### config.mk
export PLATFORM = sky130hd
export DESIGN_NAME = trilinear_interpolator_core
export DESIGN_NICKNAME = d
export VERILOG_FILES = /design/src/trilerp_pkg.sv /design/src/trilerp_ctrl.sv /design/src/trilerp_dp.sv /design/src/trilinear_interpolator_core.sv
export SDC_FILE = /design/constraint.sdc
export NUM_CORES = 2
export LEC_CHECK = 0
export BUFFER_PORTS_ARGS = -buffer_cell sky130_fd_sc_hd__buf_4
export CAP_MARGIN = 20
export CORE_AREA = 5 5 453 455
export CTS_CLUSTER_DIAMETER = 60
export DETAILED_ROUTE_END_ITERATION = 7
export DIE_AREA = 0 0 458 460
export GPL_ROUTABILITY_DRIVEN = 0
export GPL_TIMING_DRIVEN = 0
export PLACE_DENSITY = 0.73
export SLEW_MARGIN = 20
export SYNTH_ARGS = -nofsm -noshare
export SYNTH_HDL_FRONTEND = slang
export SYNTH_SLANG_ARGS = --single-unit
### constraint.sdc
create_clock -name clk_i -period 14.65 [get_ports clk_i]
set_input_delay 1.465 -clock clk_i [delete_from_list [all_inputs] [get_ports clk_i]]
set_output_delay 1.465 -clock clk_i [all_outputs]
set_load 0.01 [all_outputs]
### src/trilerp_pkg.sv
// Shared types, constants and the blend schedule of the trilinear interpolator.
// Used by trilerp_ctrl, trilerp_dp and trilinear_interpolator_core; no dependencies.
package trilerp_pkg;

  localparam int VALUE_BITS = 32;
  localparam int FRAC_BITS  = 16;

  // Datapath widths that follow from the value format
  localparam int DIFF_W  = VALUE_BITS + 1;          // difference of two values
  localparam int NUM_W   = DIFF_W + FRAC_BITS;      // shifted numerator, fraction width
  localparam int T_LO_W  = (NUM_W + 1) / 2;         // low slice of a fraction
  localparam int T_HI_W  = NUM_W - T_LO_W;          // high slice of a fraction
  localparam int MUL_W   = DIFF_W + T_LO_W;         // one partial product
  localparam int PROD_W  = DIFF_W + NUM_W;          // full blend product
  localparam int CNT_W   = $clog2(NUM_W);

  localparam logic REQ_LOAD  = 1'b0;
  localparam logic REQ_QUERY = 1'b1;

  localparam logic [1:0] ST_OK   = 2'd0;
  localparam logic [1:0] ST_ZERO = 2'd1;
  localparam logic [1:0] ST_SAT  = 2'd2;

  localparam logic [1:0] DIMS_2D    = 2'd2;
  localparam logic [1:0] DIMS_RESET = 2'd3;
  localparam logic       CFG_IDX_DIMS = 1'b0;

  localparam logic [1:0] AX_X = 2'd0;
  localparam logic [1:0] AX_Y = 2'd1;
  localparam logic [1:0] AX_Z = 2'd2;

  // Blend operand sources: corners 0..7, partial results 0..3
  localparam logic [3:0] SRC_C0 = 4'd0;
  localparam logic [3:0] SRC_C1 = 4'd1;
  localparam logic [3:0] SRC_C2 = 4'd2;
  localparam logic [3:0] SRC_C3 = 4'd3;
  localparam logic [3:0] SRC_C4 = 4'd4;
  localparam logic [3:0] SRC_C5 = 4'd5;
  localparam logic [3:0] SRC_C6 = 4'd6;
  localparam logic [3:0] SRC_C7 = 4'd7;
  localparam logic [3:0] SRC_R0 = 4'd8;
  localparam logic [3:0] SRC_R1 = 4'd9;
  localparam logic [3:0] SRC_R2 = 4'd10;
  localparam logic [3:0] SRC_R3 = 4'd11;

  localparam logic [1:0] DST_R0 = 2'd0;
  localparam logic [1:0] DST_R1 = 2'd1;
  localparam logic [1:0] DST_R2 = 2'd2;
  localparam logic [1:0] DST_R3 = 2'd3;

  typedef struct packed {
    logic                          req_type;
    logic [2:0]                    corner_index;
    logic signed [VALUE_BITS-1:0]  corner_value;
    logic signed [VALUE_BITS-1:0]  x_low;
    logic signed [VALUE_BITS-1:0]  x_high;
    logic signed [VALUE_BITS-1:0]  y_low;
    logic signed [VALUE_BITS-1:0]  y_high;
    logic signed [VALUE_BITS-1:0]  z_low;
    logic signed [VALUE_BITS-1:0]  z_high;
    logic signed [VALUE_BITS-1:0]  x_pos;
    logic signed [VALUE_BITS-1:0]  y_pos;
    logic signed [VALUE_BITS-1:0]  z_pos;
  } in_t;

  typedef struct packed {
    logic signed [VALUE_BITS-1:0] interp_value;
    logic [1:0]                   status;
  } out_t;

  typedef enum logic [3:0] {
    OP_NONE,
    OP_LOAD,
    OP_CAPTURE,
    OP_DIV_INIT,
    OP_DIV_STEP,
    OP_DIV_SAVE,
    OP_RDA,
    OP_RDB,
    OP_MLO,
    OP_MHI,
    OP_ACC,
    OP_END,
    OP_OUT
  } dp_op_e;

  typedef struct packed {
    logic [3:0] a_src;
    logic [3:0] b_src;
    logic [1:0] axis;
    logic [1:0] dst;
    logic       last;
  } lerp_sel_t;

  typedef struct packed {
    dp_op_e    op;
    logic [1:0] axis;
    lerp_sel_t sel;
  } cmd_t;

  typedef struct packed {
    logic zero_width;
  } stat_t;

  function automatic lerp_sel_t mk_sel(logic [3:0] a, logic [3:0] b, logic [1:0] ax,
                                       logic [1:0] dst, logic last);
    lerp_sel_t s;
    s.a_src = a;
    s.b_src = b;
    s.axis  = ax;
    s.dst   = dst;
    s.last  = last;
    return s;
  endfunction

  // Blend order: x first, then y, then z in 3-D mode
  function automatic lerp_sel_t lerp_sel(logic [2:0] step, logic three);
    lerp_sel_t s;
    if (three) begin
      case (step)
        3'd0:    s = mk_sel(SRC_C0, SRC_C4, AX_X, DST_R0, 1'b0);
        3'd1:    s = mk_sel(SRC_C1, SRC_C5, AX_X, DST_R1, 1'b0);
        3'd2:    s = mk_sel(SRC_C2, SRC_C6, AX_X, DST_R2, 1'b0);
        3'd3:    s = mk_sel(SRC_C3, SRC_C7, AX_X, DST_R3, 1'b0);
        3'd4:    s = mk_sel(SRC_R0, SRC_R2, AX_Y, DST_R0, 1'b0);
        3'd5:    s = mk_sel(SRC_R1, SRC_R3, AX_Y, DST_R1, 1'b0);
        default: s = mk_sel(SRC_R0, SRC_R1, AX_Z, DST_R0, 1'b1);
      endcase
    end else begin
      case (step)
        3'd0:    s = mk_sel(SRC_C0, SRC_C2, AX_X, DST_R0, 1'b0);
        3'd1:    s = mk_sel(SRC_C1, SRC_C3, AX_X, DST_R1, 1'b0);
        default: s = mk_sel(SRC_R0, SRC_R1, AX_Y, DST_R0, 1'b1);
      endcase
    end
    return s;
  endfunction

endpackage

### src/trilerp_ctrl.sv
// Sequencer of the trilinear interpolator: handshakes, divider and blend steps.
// Depends on trilerp_pkg; drives trilerp_dp through cmd_t.
module trilerp_ctrl (
  input  logic                clk_i,
  input  logic                rst_ni,
  input  logic                three_i,
  input  logic                in_valid_i,
  output logic                in_ready_o,
  input  logic                req_type_i,
  output logic                out_valid_o,
  input  logic                out_ready_i,
  input  trilerp_pkg::stat_t  stat_i,
  output trilerp_pkg::cmd_t   cmd_o
);

  localparam logic [3:0] S_IDLE     = 4'd0;
  localparam logic [3:0] S_CHECK    = 4'd1;
  localparam logic [3:0] S_DIV_INIT = 4'd2;
  localparam logic [3:0] S_DIV_STEP = 4'd3;
  localparam logic [3:0] S_DIV_SAVE = 4'd4;
  localparam logic [3:0] S_RDA      = 4'd5;
  localparam logic [3:0] S_RDB      = 4'd6;
  localparam logic [3:0] S_MLO      = 4'd7;
  localparam logic [3:0] S_MHI      = 4'd8;
  localparam logic [3:0] S_ACC      = 4'd9;
  localparam logic [3:0] S_END      = 4'd10;
  localparam logic [3:0] S_FIN      = 4'd11;

  localparam logic [trilerp_pkg::CNT_W-1:0] CNT_LAST =
    trilerp_pkg::CNT_W'(trilerp_pkg::NUM_W - 1);

  logic [3:0]                    state_q, state_d;
  logic [1:0]                    axis_q, axis_d;
  logic [trilerp_pkg::CNT_W-1:0] cnt_q, cnt_d;
  logic [2:0]                    step_q, step_d;
  logic                          out_valid_q, out_valid_d;
  logic [1:0]                    last_axis;
  trilerp_pkg::lerp_sel_t        sel;

  assign sel       = trilerp_pkg::lerp_sel(step_q, three_i);
  assign last_axis = three_i ? trilerp_pkg::AX_Z : trilerp_pkg::AX_Y;

  always_comb begin
    state_d   = state_q;
    axis_d    = axis_q;
    cnt_d     = cnt_q;
    step_d    = step_q;
    cmd_o.op   = trilerp_pkg::OP_NONE;
    cmd_o.axis = axis_q;
    cmd_o.sel  = sel;
    case (state_q)
      S_IDLE: begin
        if (in_valid_i) begin
          if (req_type_i == trilerp_pkg::REQ_QUERY) begin
            cmd_o.op = trilerp_pkg::OP_CAPTURE;
            state_d  = S_CHECK;
          end else begin
            cmd_o.op = trilerp_pkg::OP_LOAD;
          end
        end
      end
      S_CHECK: begin
        if (stat_i.zero_width) begin
          state_d = S_FIN;
        end else begin
          axis_d  = trilerp_pkg::AX_X;
          state_d = S_DIV_INIT;
        end
      end
      S_DIV_INIT: begin
        cmd_o.op = trilerp_pkg::OP_DIV_INIT;
        cnt_d    = '0;
        state_d  = S_DIV_STEP;
      end
      S_DIV_STEP: begin
        cmd_o.op = trilerp_pkg::OP_DIV_STEP;
        if (cnt_q == CNT_LAST) begin
          state_d = S_DIV_SAVE;
        end else begin
          cnt_d = cnt_q + 1'b1;
        end
      end
      S_DIV_SAVE: begin
        cmd_o.op = trilerp_pkg::OP_DIV_SAVE;
        if (axis_q == last_axis) begin
          step_d  = '0;
          state_d = S_RDA;
        end else begin
          axis_d  = axis_q + 1'b1;
          state_d = S_DIV_INIT;
        end
      end
      S_RDA: begin
        cmd_o.op = trilerp_pkg::OP_RDA;
        state_d  = S_RDB;
      end
      S_RDB: begin
        cmd_o.op = trilerp_pkg::OP_RDB;
        state_d  = S_MLO;
      end
      S_MLO: begin
        cmd_o.op = trilerp_pkg::OP_MLO;
        state_d  = S_MHI;
      end
      S_MHI: begin
        cmd_o.op = trilerp_pkg::OP_MHI;
        state_d  = S_ACC;
      end
      S_ACC: begin
        cmd_o.op = trilerp_pkg::OP_ACC;
        state_d  = S_END;
      end
      S_END: begin
        cmd_o.op = trilerp_pkg::OP_END;
        if (sel.last) begin
          state_d = S_FIN;
        end else begin
          step_d  = step_q + 1'b1;
          state_d = S_RDA;
        end
      end
      S_FIN: begin
        // hold until the output register is free
        if (!out_valid_q || out_ready_i) begin
          cmd_o.op = trilerp_pkg::OP_OUT;
          state_d  = S_IDLE;
        end
      end
      default: state_d = S_IDLE;
    endcase
  end

  always_comb begin
    if (cmd_o.op == trilerp_pkg::OP_OUT) begin
      out_valid_d = 1'b1;
    end else if (out_ready_i) begin
      out_valid_d = 1'b0;
    end else begin
      out_valid_d = out_valid_q;
    end
  end

  always_ff @(posedge clk_i or negedge rst_ni) begin
    if (!rst_ni) begin
      state_q     <= S_IDLE;
      axis_q      <= '0;
      cnt_q       <= '0;
      step_q      <= '0;
      out_valid_q <= 1'b0;
    end else begin
      state_q     <= state_d;
      axis_q      <= axis_d;
      cnt_q       <= cnt_d;
      step_q      <= step_d;
      out_valid_q <= out_valid_d;
    end
  end

  assign in_ready_o  = (state_q == S_IDLE);
  assign out_valid_o = out_valid_q;

endmodule

### src/trilerp_dp.sv
// Datapath of the trilinear interpolator: corner store, bit-serial divider,
// shared multiplier for the blends and the output register. Depends on trilerp_pkg.
module trilerp_dp (
  input  logic               clk_i,
  input  logic               rst_ni,
  input  logic               three_i,
  input  trilerp_pkg::cmd_t  cmd_i,
  input  trilerp_pkg::in_t   in_data_i,
  output trilerp_pkg::stat_t stat_o,
  output trilerp_pkg::out_t  out_data_o
);

  localparam int V  = trilerp_pkg::VALUE_BITS;
  localparam int F  = trilerp_pkg::FRAC_BITS;
  localparam int DW = trilerp_pkg::DIFF_W;
  localparam int NW = trilerp_pkg::NUM_W;
  localparam int TL = trilerp_pkg::T_LO_W;
  localparam int MW = trilerp_pkg::MUL_W;
  localparam int PW = trilerp_pkg::PROD_W;

  localparam logic [V-1:0] VMAX = {1'b0, {(V-1){1'b1}}};
  localparam logic [V-1:0] VMIN = {1'b1, {(V-1){1'b0}}};

  logic [V-1:0]  corner_q [8];
  logic [V-1:0]  lo_q [3];
  logic [V-1:0]  hi_q [3];
  logic [V-1:0]  pos_q [3];
  logic          zero_q;
  logic [DW-1:0] den_q;
  logic [DW-1:0] rem_q;
  logic [NW-1:0] quo_q;
  logic          div_neg_q;
  logic [NW-1:0] t_q [3];
  logic          tneg_q [3];
  logic [V-1:0]  a_q;
  logic [DW-1:0] dmag_q;
  logic          lneg_q;
  logic [NW-1:0] tsel_q;
  logic [MW-1:0] plo_q;
  logic [MW-1:0] phi_q;
  logic [PW-1:0] prod_q;
  logic [V-1:0]  r_q [4];
  logic          sat_q;
  trilerp_pkg::out_t out_q;

  logic [V-1:0]  ax_lo, ax_hi, ax_pos;
  logic [DW-1:0] num, den, nmag, dmag;
  logic [DW:0]   rem_sh;
  logic          fits;
  logic [3:0]    rd_src;
  logic [V-1:0]  rd_val;
  logic [DW-1:0] diff;
  logic [NW-1:0] t_sel;
  logic          t_neg;
  logic [TL-1:0] mul_b;
  logic [MW-1:0] mul_p;
  logic [PW-1:0] acc;
  logic          big;
  logic [V-1:0]  pmag;
  logic [V+1:0]  sum;
  logic [V-1:0]  lerp_res;
  logic          lerp_sat;

  // axis operands for the divider
  always_comb begin
    case (cmd_i.axis)
      trilerp_pkg::AX_Y: begin
        ax_lo = lo_q[1]; ax_hi = hi_q[1]; ax_pos = pos_q[1];
      end
      trilerp_pkg::AX_Z: begin
        ax_lo = lo_q[2]; ax_hi = hi_q[2]; ax_pos = pos_q[2];
      end
      default: begin
        ax_lo = lo_q[0]; ax_hi = hi_q[0]; ax_pos = pos_q[0];
      end
    endcase
  end

  assign num  = {ax_pos[V-1], ax_pos} - {ax_lo[V-1], ax_lo};
  assign den  = {ax_hi[V-1], ax_hi} - {ax_lo[V-1], ax_lo};
  assign nmag = num[DW-1] ? (~num + 1'b1) : num;
  assign dmag = den[DW-1] ? (~den + 1'b1) : den;

  // restoring division, one quotient bit per step
  assign rem_sh = {rem_q, quo_q[NW-1]};
  assign fits   = (rem_sh >= {1'b0, den_q});

  // one read port on the blend operands
  assign rd_src = (cmd_i.op == trilerp_pkg::OP_RDA) ? cmd_i.sel.a_src : cmd_i.sel.b_src;
  assign rd_val = rd_src[3] ? r_q[rd_src[1:0]] : corner_q[rd_src[2:0]];
  assign diff   = {rd_val[V-1], rd_val} - {a_q[V-1], a_q};

  always_comb begin
    case (cmd_i.sel.axis)
      trilerp_pkg::AX_Y: begin t_sel = t_q[1]; t_neg = tneg_q[1]; end
      trilerp_pkg::AX_Z: begin t_sel = t_q[2]; t_neg = tneg_q[2]; end
      default:           begin t_sel = t_q[0]; t_neg = tneg_q[0]; end
    endcase
  end

  // shared multiplier: low slice of the fraction, then high slice
  assign mul_b = (cmd_i.op == trilerp_pkg::OP_MLO) ? tsel_q[TL-1:0]
                                                   : TL'(tsel_q[NW-1:TL]);
  assign mul_p = MW'(dmag_q) * MW'(mul_b);
  assign acc   = (PW'(phi_q) << TL) + PW'(plo_q);

  // drop the fraction bits, then add to the start value and clamp
  assign big  = |prod_q[PW-1:F+V];
  assign pmag = prod_q[F+V-1:F];
  assign sum  = lneg_q ? ({{2{a_q[V-1]}}, a_q} - {2'b00, pmag})
                       : ({{2{a_q[V-1]}}, a_q} + {2'b00, pmag});

  always_comb begin
    lerp_sat = 1'b0;
    lerp_res = sum[V-1:0];
    if (big) begin
      lerp_sat = 1'b1;
      lerp_res = lneg_q ? VMIN : VMAX;
    end else if (sum[V+1]) begin
      if (!(sum[V] && sum[V-1])) begin
        lerp_sat = 1'b1;
        lerp_res = VMIN;
      end
    end else if (sum[V] || sum[V-1]) begin
      lerp_sat = 1'b1;
      lerp_res = VMAX;
    end
  end

  always_ff @(posedge clk_i or negedge rst_ni) begin
    if (!rst_ni) begin
      for (int i = 0; i < 8; i++) begin
        corner_q[i] <= '0;
      end
    end else if (cmd_i.op == trilerp_pkg::OP_LOAD) begin
      corner_q[in_data_i.corner_index] <= in_data_i.corner_value;
    end
  end

  always_ff @(posedge clk_i) begin
    case (cmd_i.op)
      trilerp_pkg::OP_CAPTURE: begin
        lo_q[0]  <= in_data_i.x_low;
        hi_q[0]  <= in_data_i.x_high;
        pos_q[0] <= in_data_i.x_pos;
        lo_q[1]  <= in_data_i.y_low;
        hi_q[1]  <= in_data_i.y_high;
        pos_q[1] <= in_data_i.y_pos;
        lo_q[2]  <= in_data_i.z_low;
        hi_q[2]  <= in_data_i.z_high;
        pos_q[2] <= in_data_i.z_pos;
        zero_q   <= (in_data_i.x_low == in_data_i.x_high) ||
                    (in_data_i.y_low == in_data_i.y_high) ||
                    (three_i && (in_data_i.z_low == in_data_i.z_high));
        sat_q    <= 1'b0;
      end
      trilerp_pkg::OP_DIV_INIT: begin
        quo_q     <= {nmag, {F{1'b0}}};
        rem_q     <= '0;
        den_q     <= dmag;
        div_neg_q <= num[DW-1] ^ den[DW-1];
      end
      trilerp_pkg::OP_DIV_STEP: begin
        if (fits) begin
          rem_q <= DW'(rem_sh - {1'b0, den_q});
        end else begin
          rem_q <= rem_sh[DW-1:0];
        end
        quo_q <= {quo_q[NW-2:0], fits};
      end
      trilerp_pkg::OP_DIV_SAVE: begin
        case (cmd_i.axis)
          trilerp_pkg::AX_Y: begin t_q[1] <= quo_q; tneg_q[1] <= div_neg_q; end
          trilerp_pkg::AX_Z: begin t_q[2] <= quo_q; tneg_q[2] <= div_neg_q; end
          default:           begin t_q[0] <= quo_q; tneg_q[0] <= div_neg_q; end
        endcase
      end
      trilerp_pkg::OP_RDA: begin
        a_q <= rd_val;
      end
      trilerp_pkg::OP_RDB: begin
        dmag_q <= diff[DW-1] ? (~diff + 1'b1) : diff;
        lneg_q <= diff[DW-1] ^ t_neg;
        tsel_q <= t_sel;
      end
      trilerp_pkg::OP_MLO: begin
        plo_q <= mul_p;
      end
      trilerp_pkg::OP_MHI: begin
        phi_q <= mul_p;
      end
      trilerp_pkg::OP_ACC: begin
        prod_q <= acc;
      end
      trilerp_pkg::OP_END: begin
        r_q[cmd_i.sel.dst] <= lerp_res;
        sat_q <= sat_q | lerp_sat;
      end
      trilerp_pkg::OP_OUT: begin
        if (zero_q) begin
          out_q.interp_value <= '0;
          out_q.status       <= trilerp_pkg::ST_ZERO;
        end else begin
          out_q.interp_value <= r_q[0];
          out_q.status       <= sat_q ? trilerp_pkg::ST_SAT : trilerp_pkg::ST_OK;
        end
      end
      default: begin
      end
    endcase
  end

  assign stat_o.zero_width = zero_q;
  assign out_data_o        = out_q;

endmodule

### src/trilinear_interpolator_core.sv
// Top level of the trilinear interpolator: APB configuration register and the
// controller/datapath pair. Depends on trilerp_pkg, trilerp_ctrl and trilerp_dp.
//
// A load item writes one corner sample. A query item works in 3-D or 2-D mode
// at the Q16.16 format; its run time is set by the restoring divider, which
// forms one bit of each 49-bit fraction per cycle, and by the single 33x25
// multiplier, which each blend uses twice. One item is in work at a time; the
// next one is taken while a finished result waits in the output register. An
// axis of zero width skips the division and the blends.
module trilinear_interpolator_core (
  input  logic              clk_i,
  input  logic              rst_ni,
  input  logic              in_valid_i,
  output logic              in_ready_o,
  input  trilerp_pkg::in_t  in_data_i,
  output logic              out_valid_o,
  input  logic              out_ready_i,
  output trilerp_pkg::out_t out_data_o,
  input  logic              psel,
  input  logic              penable,
  input  logic              pwrite,
  input  logic [2:0]        paddr,
  input  logic [31:0]       pwdata,
  output logic [31:0]       prdata,
  output logic              pready
);

  logic [1:0]         dims_q;
  logic               three;
  trilerp_pkg::cmd_t  cmd;
  trilerp_pkg::stat_t stat;

  always_ff @(posedge clk_i or negedge rst_ni) begin
    if (!rst_ni) begin
      dims_q <= trilerp_pkg::DIMS_RESET;
    end else if (psel && penable && pwrite && (paddr[2] == trilerp_pkg::CFG_IDX_DIMS)) begin
      dims_q <= pwdata[1:0];
    end
  end

  assign three  = (dims_q != trilerp_pkg::DIMS_2D);
  assign pready = 1'b1;
  assign prdata = (paddr[2] == trilerp_pkg::CFG_IDX_DIMS) ? {30'd0, dims_q} : 32'd0;

  trilerp_ctrl u_ctrl (
    .clk_i       (clk_i),
    .rst_ni      (rst_ni),
    .three_i     (three),
    .in_valid_i  (in_valid_i),
    .in_ready_o  (in_ready_o),
    .req_type_i  (in_data_i.req_type),
    .out_valid_o (out_valid_o),
    .out_ready_i (out_ready_i),
    .stat_i      (stat),
    .cmd_o       (cmd)
  );

  trilerp_dp u_dp (
    .clk_i      (clk_i),
    .rst_ni     (rst_ni),
    .three_i    (three),
    .cmd_i      (cmd),
    .in_data_i  (in_data_i),
    .stat_o     (stat),
    .out_data_o (out_data_o)
  );

  a_zero_value : assert property (@(posedge clk_i) disable iff (!rst_ni)
    (out_valid_o && out_data_o.status == trilerp_pkg::ST_ZERO)
      |-> (out_data_o.interp_value == '0))
    else $error("zero-width result carries a nonzero value");

  a_status_code : assert property (@(posedge clk_i) disable iff (!rst_ni)
    out_valid_o |-> (out_data_o.status == trilerp_pkg::ST_OK ||
                     out_data_o.status == trilerp_pkg::ST_ZERO ||
                     out_data_o.status == trilerp_pkg::ST_SAT))
    else $error("result status out of range");

  a_load_silent : assert property (@(posedge clk_i) disable iff (!rst_ni)
    (in_valid_i && in_ready_o && in_data_i.req_type == trilerp_pkg::REQ_LOAD
      && !out_valid_o) |=> !out_valid_o)
    else $error("load item produced a result");

  a_busy_after_query : assert property (@(posedge clk_i) disable iff (!rst_ni)
    (in_valid_i && in_ready_o && in_data_i.req_type == trilerp_pkg::REQ_QUERY)
      |=> !in_ready_o)
    else $error("query item did not occupy the block");

endmodule

==> summary.md <==
| Metric | Value |
|---|---|
| All-Layer GR Usage | `a little over a quarter` |
| Hold path depth | `0` |
| Remaining Overflow, GRT | `0` |
| Yosys warnings | `0` |
| Vias in the first global route | `just under 70000` |
| # DRC | `14` |
| Fin crit share | `89.9%` |
| Netlist Area Pre-Place | `around 90000 um^2` |
| CP Depth | `34` |
| Routed Antenna Nets | `0` |
| Crit path DAT | `approximately 14 ns` |
| Dominant synthesized flop cell | `edfxtp_1` |
| Flops & latches, synth | `1272` |
| CP delay by family, top | `adder cells` |
| Final setup violation count | `0` |
| Post-Syn Instances | `a little over 8000` |
| Largest net degree at the start of global routing | `around 110` |
| Hold slack | `about 0.4 ns` |
| Worst Path Required | `15.11 ns` |
| Clock root cell | `clkbuf_16` |
| Slew Limit Fails | `0` |
| CTS Buf Count | `140` |
| Reg2reg end | `u_dp.phi_q[50]$_DFFE_PN_` |
| Most used cell, CP | `fa_1` |
| First-iteration detailed-routing DRC count | `8214` |
| Register-to-Register Path Depth | `36` |
| Die H | `around 460 um` |
| Fmax | `75.9 MHz` |
| CTS tree | `built` |
| Port bufs | `between 300 and 400` |
| H-Tree Level Count | `4` |
| Skew-Pair Late Insertion Delay | `approximately 0.81 ns` |
| Synth top area share | `around 33%` |
| Hold Crit Class | `flop to flop` |
| Period minus WS final | `13.17 ns` |
| CP Class | `input port to flop` |
| DP HPWL | `around 220 mm` |
| Unique masters post-synth | `85` |
| # Post-CTS Setup Buffers | `0` |
| Peak fanout along the critical path | `10` |
| Most common cell after layout, fill and taps aside | `edfxtp_1` |
| First-pass GRT wire length | `between 400 and 500 mm` |
| I/O pin count | `~440` |
| Hold Crit Start | `u_dp.plo_q[22]$_DFFE_PP_` |
| Clock tree buffer depth | `3` |
| Hold Fails Final Rpt | `0` |
| Leading area contributor after synthesis | `edfxtp_1` |
| CORE AREA | `201000 um^2` |
| DRT Pass-1 Iters | `8` |
| Layout cells sized above 1 | `a little under an eighth` |
| Failing checks | `design-rule violations` |
| Crit Reg-Reg Startpoint | `u_ctrl.state_q[3]$_DFFE_PN0P_` |
| Status | `finished with violations` |
| Multi-input gate area | `a little under 50000 um^2` |
| Ranking of synthesized cells by area | `edfxtp_1 33%, fa_1 16%, dfrtp_1 7.6%, ha_1 5.6%, inv_1 4.0%` |
| Max-cap violation count | `0` |
| Slew margin rel. | `between 10% and 20%` |
| Gates resized, CTS repair | `0` |
| Slowest stage delay, CP | `slightly above 1 ns` |
| Post-synthesis sequential area ratio | `between 40% and 50%` |
| P&R area growth vs syn | `13.1%` |
| WL final | `between 200 and 300 mm` |
| Fillers | `about 17000` |
| WHS Endpoint | `u_dp.prod_q[22]$_DFFE_PN_` |
| Die Area | `around 210000 um^2` |
| Wire length per cell | `24.3 um` |
| CP Capture Type | `flop` |
| Die W | `around 460 um` |
| Slowest CP cell | `mux2i_1` |
| Worst slew pin tran | `about 1.2 ns` |
| WP buf/inv | `8` |
| Sink Count | `1272` |
| CP startpoint kind | `input port` |
| Worst R2R Setup Slack | `1.61 ns` |
| Syn Area/Cell | `10.9 um^2` |
| Nets@finish | `about 10000` |
| Initial Utilization | `between 40 and 50%` |
| FF/Latch Area | `roughly 37000 um^2` |
| Most frequent cells in the layout | `998 x edfxtp_1, 958 x inv_1, 943 x nand2_1, 716 x fa_1, 410 x buf_4` |
| Site Rows | `about 170` |
| Antenna violations before repair | `24` |
| Worst Skew | `approximately 0.053 ns` |
| Asr flop ratio synth | `21.5%` |
| RSZ-0062 raised after global routing | `no` |
| # hold bufs at CTS | `0` |
| Via/cell ratio | `5.81` |
| Clock transition at path regs | `approximately 0.060 ns` |
| Routed via count | `67759` |
| Number of flops mapped to enable cells by yosys | `about 1000` |
[cell families after synthesis]
logic type,Yosys count,synth area share (%)
adders and majority gates,1121,21.6
buffers and inverters,1376,5.88
other,2,0.00835
muxes,342,4.67
DFF,1272,41.0
AOI/OAI and AO/OA,1362,9.83
and+or+nand+nor,2347,12.7
xor gates and xnor gates,447,4.35
[cell usage after synthesis, drive strengths merged (30+ instances only)]
master,number
a22oi,99
a21o,152
nand4,66
and3,97
mux2,283
nand3,166
and2,322
a211oi,30
a31oi,82
nor4,42
dfrtp,272
mux4,34
buf,63
a21oi,406
ha,405
fa,716
nor3,68
o21a,39
o21ai,259
nand2b,59
xnor2,324
clkbuf,355
xor2,123
nor2,284
nor2b,196
inv,958
o21bai,39
nand2,944
edfxtp,998
a222oi,50
[layer usage]
layer  wire length [um]  vias up  track usage, %
met2             129000     4086            41.4
met1             102000    33311            32.3
met4              20700       18            16.2
met5                118        -               0
met3              31700      907            7.49
li1                   -    29437               -
[worst max path at each step]
stage,from,end
after global routing,out_ready_i,u_dp.phi_q[53]$_DFFE_PN_
after floorplan,out_ready_i,u_dp.plo_q[57]$_DFFE_PP_
after global placement,out_ready_i,u_dp.phi_q[53]$_DFFE_PN_
after detailed placement,out_ready_i,u_dp.phi_q[50]$_DFFE_PN_
after CTS,out_ready_i,u_dp.phi_q[50]$_DFFE_PN_
final,out_ready_i,u_dp.phi_q[50]$_DFFE_PN_
[flip-flops by register name (all words and copies together) (netlist names), 4 cells and up]
name and count:
u_ctrl.cnt_q 6, u_ctrl.state_q 4, u_dp.a_q 32, u_dp.corner_q 256
u_dp.den_q 33, u_dp.dmag_q 33, u_dp.hi_q 96, u_dp.lo_q 96
u_dp.out_data_o 34, u_dp.phi_q 57, u_dp.plo_q 42, u_dp.pos_q 96
u_dp.prod_q 66, u_dp.quo_q 49, u_dp.r_q 128, u_dp.rem_q 33
u_dp.t_q 147, u_dp.tsel_q 49
[cell type report]
type	instances	share of cell area (%)
inverter	958	3.54
buffer	418	1.67
multi-input combinational	5650	47.2
sequential	1272	36.2
antenna	21	0.0517
clock buffer	174	3.70
tap	2672	3.29
clock inverter	82	0.852
timing repair buffer	412	3.48
[metrics by stage]
stage / util [%] / setup slack [ns] / cell area (um^2) / setup TNS (ns) / cells
6_report: 50.6 / 1.48 / 102000 / 0 / 11659
5_1_grt: 50.6 / 1.38 / 102000 / 0 / 11643
4_1_cts: 50.6 / 1.98 / 102000 / 0 / 11638
3_5_place_dp: 48.3 / 1.16 / 97000 / 0 / 11382
3_3_place_gp: 47.9 / -0.219 / 96100 / -0.536 / 11339
2_1_floorplan: - / 3.64 / 90000 / 0 / 8298
Power is not shown: default switching activity piles up to over one toggle a cycle in this logic, so the estimate is an artifact.
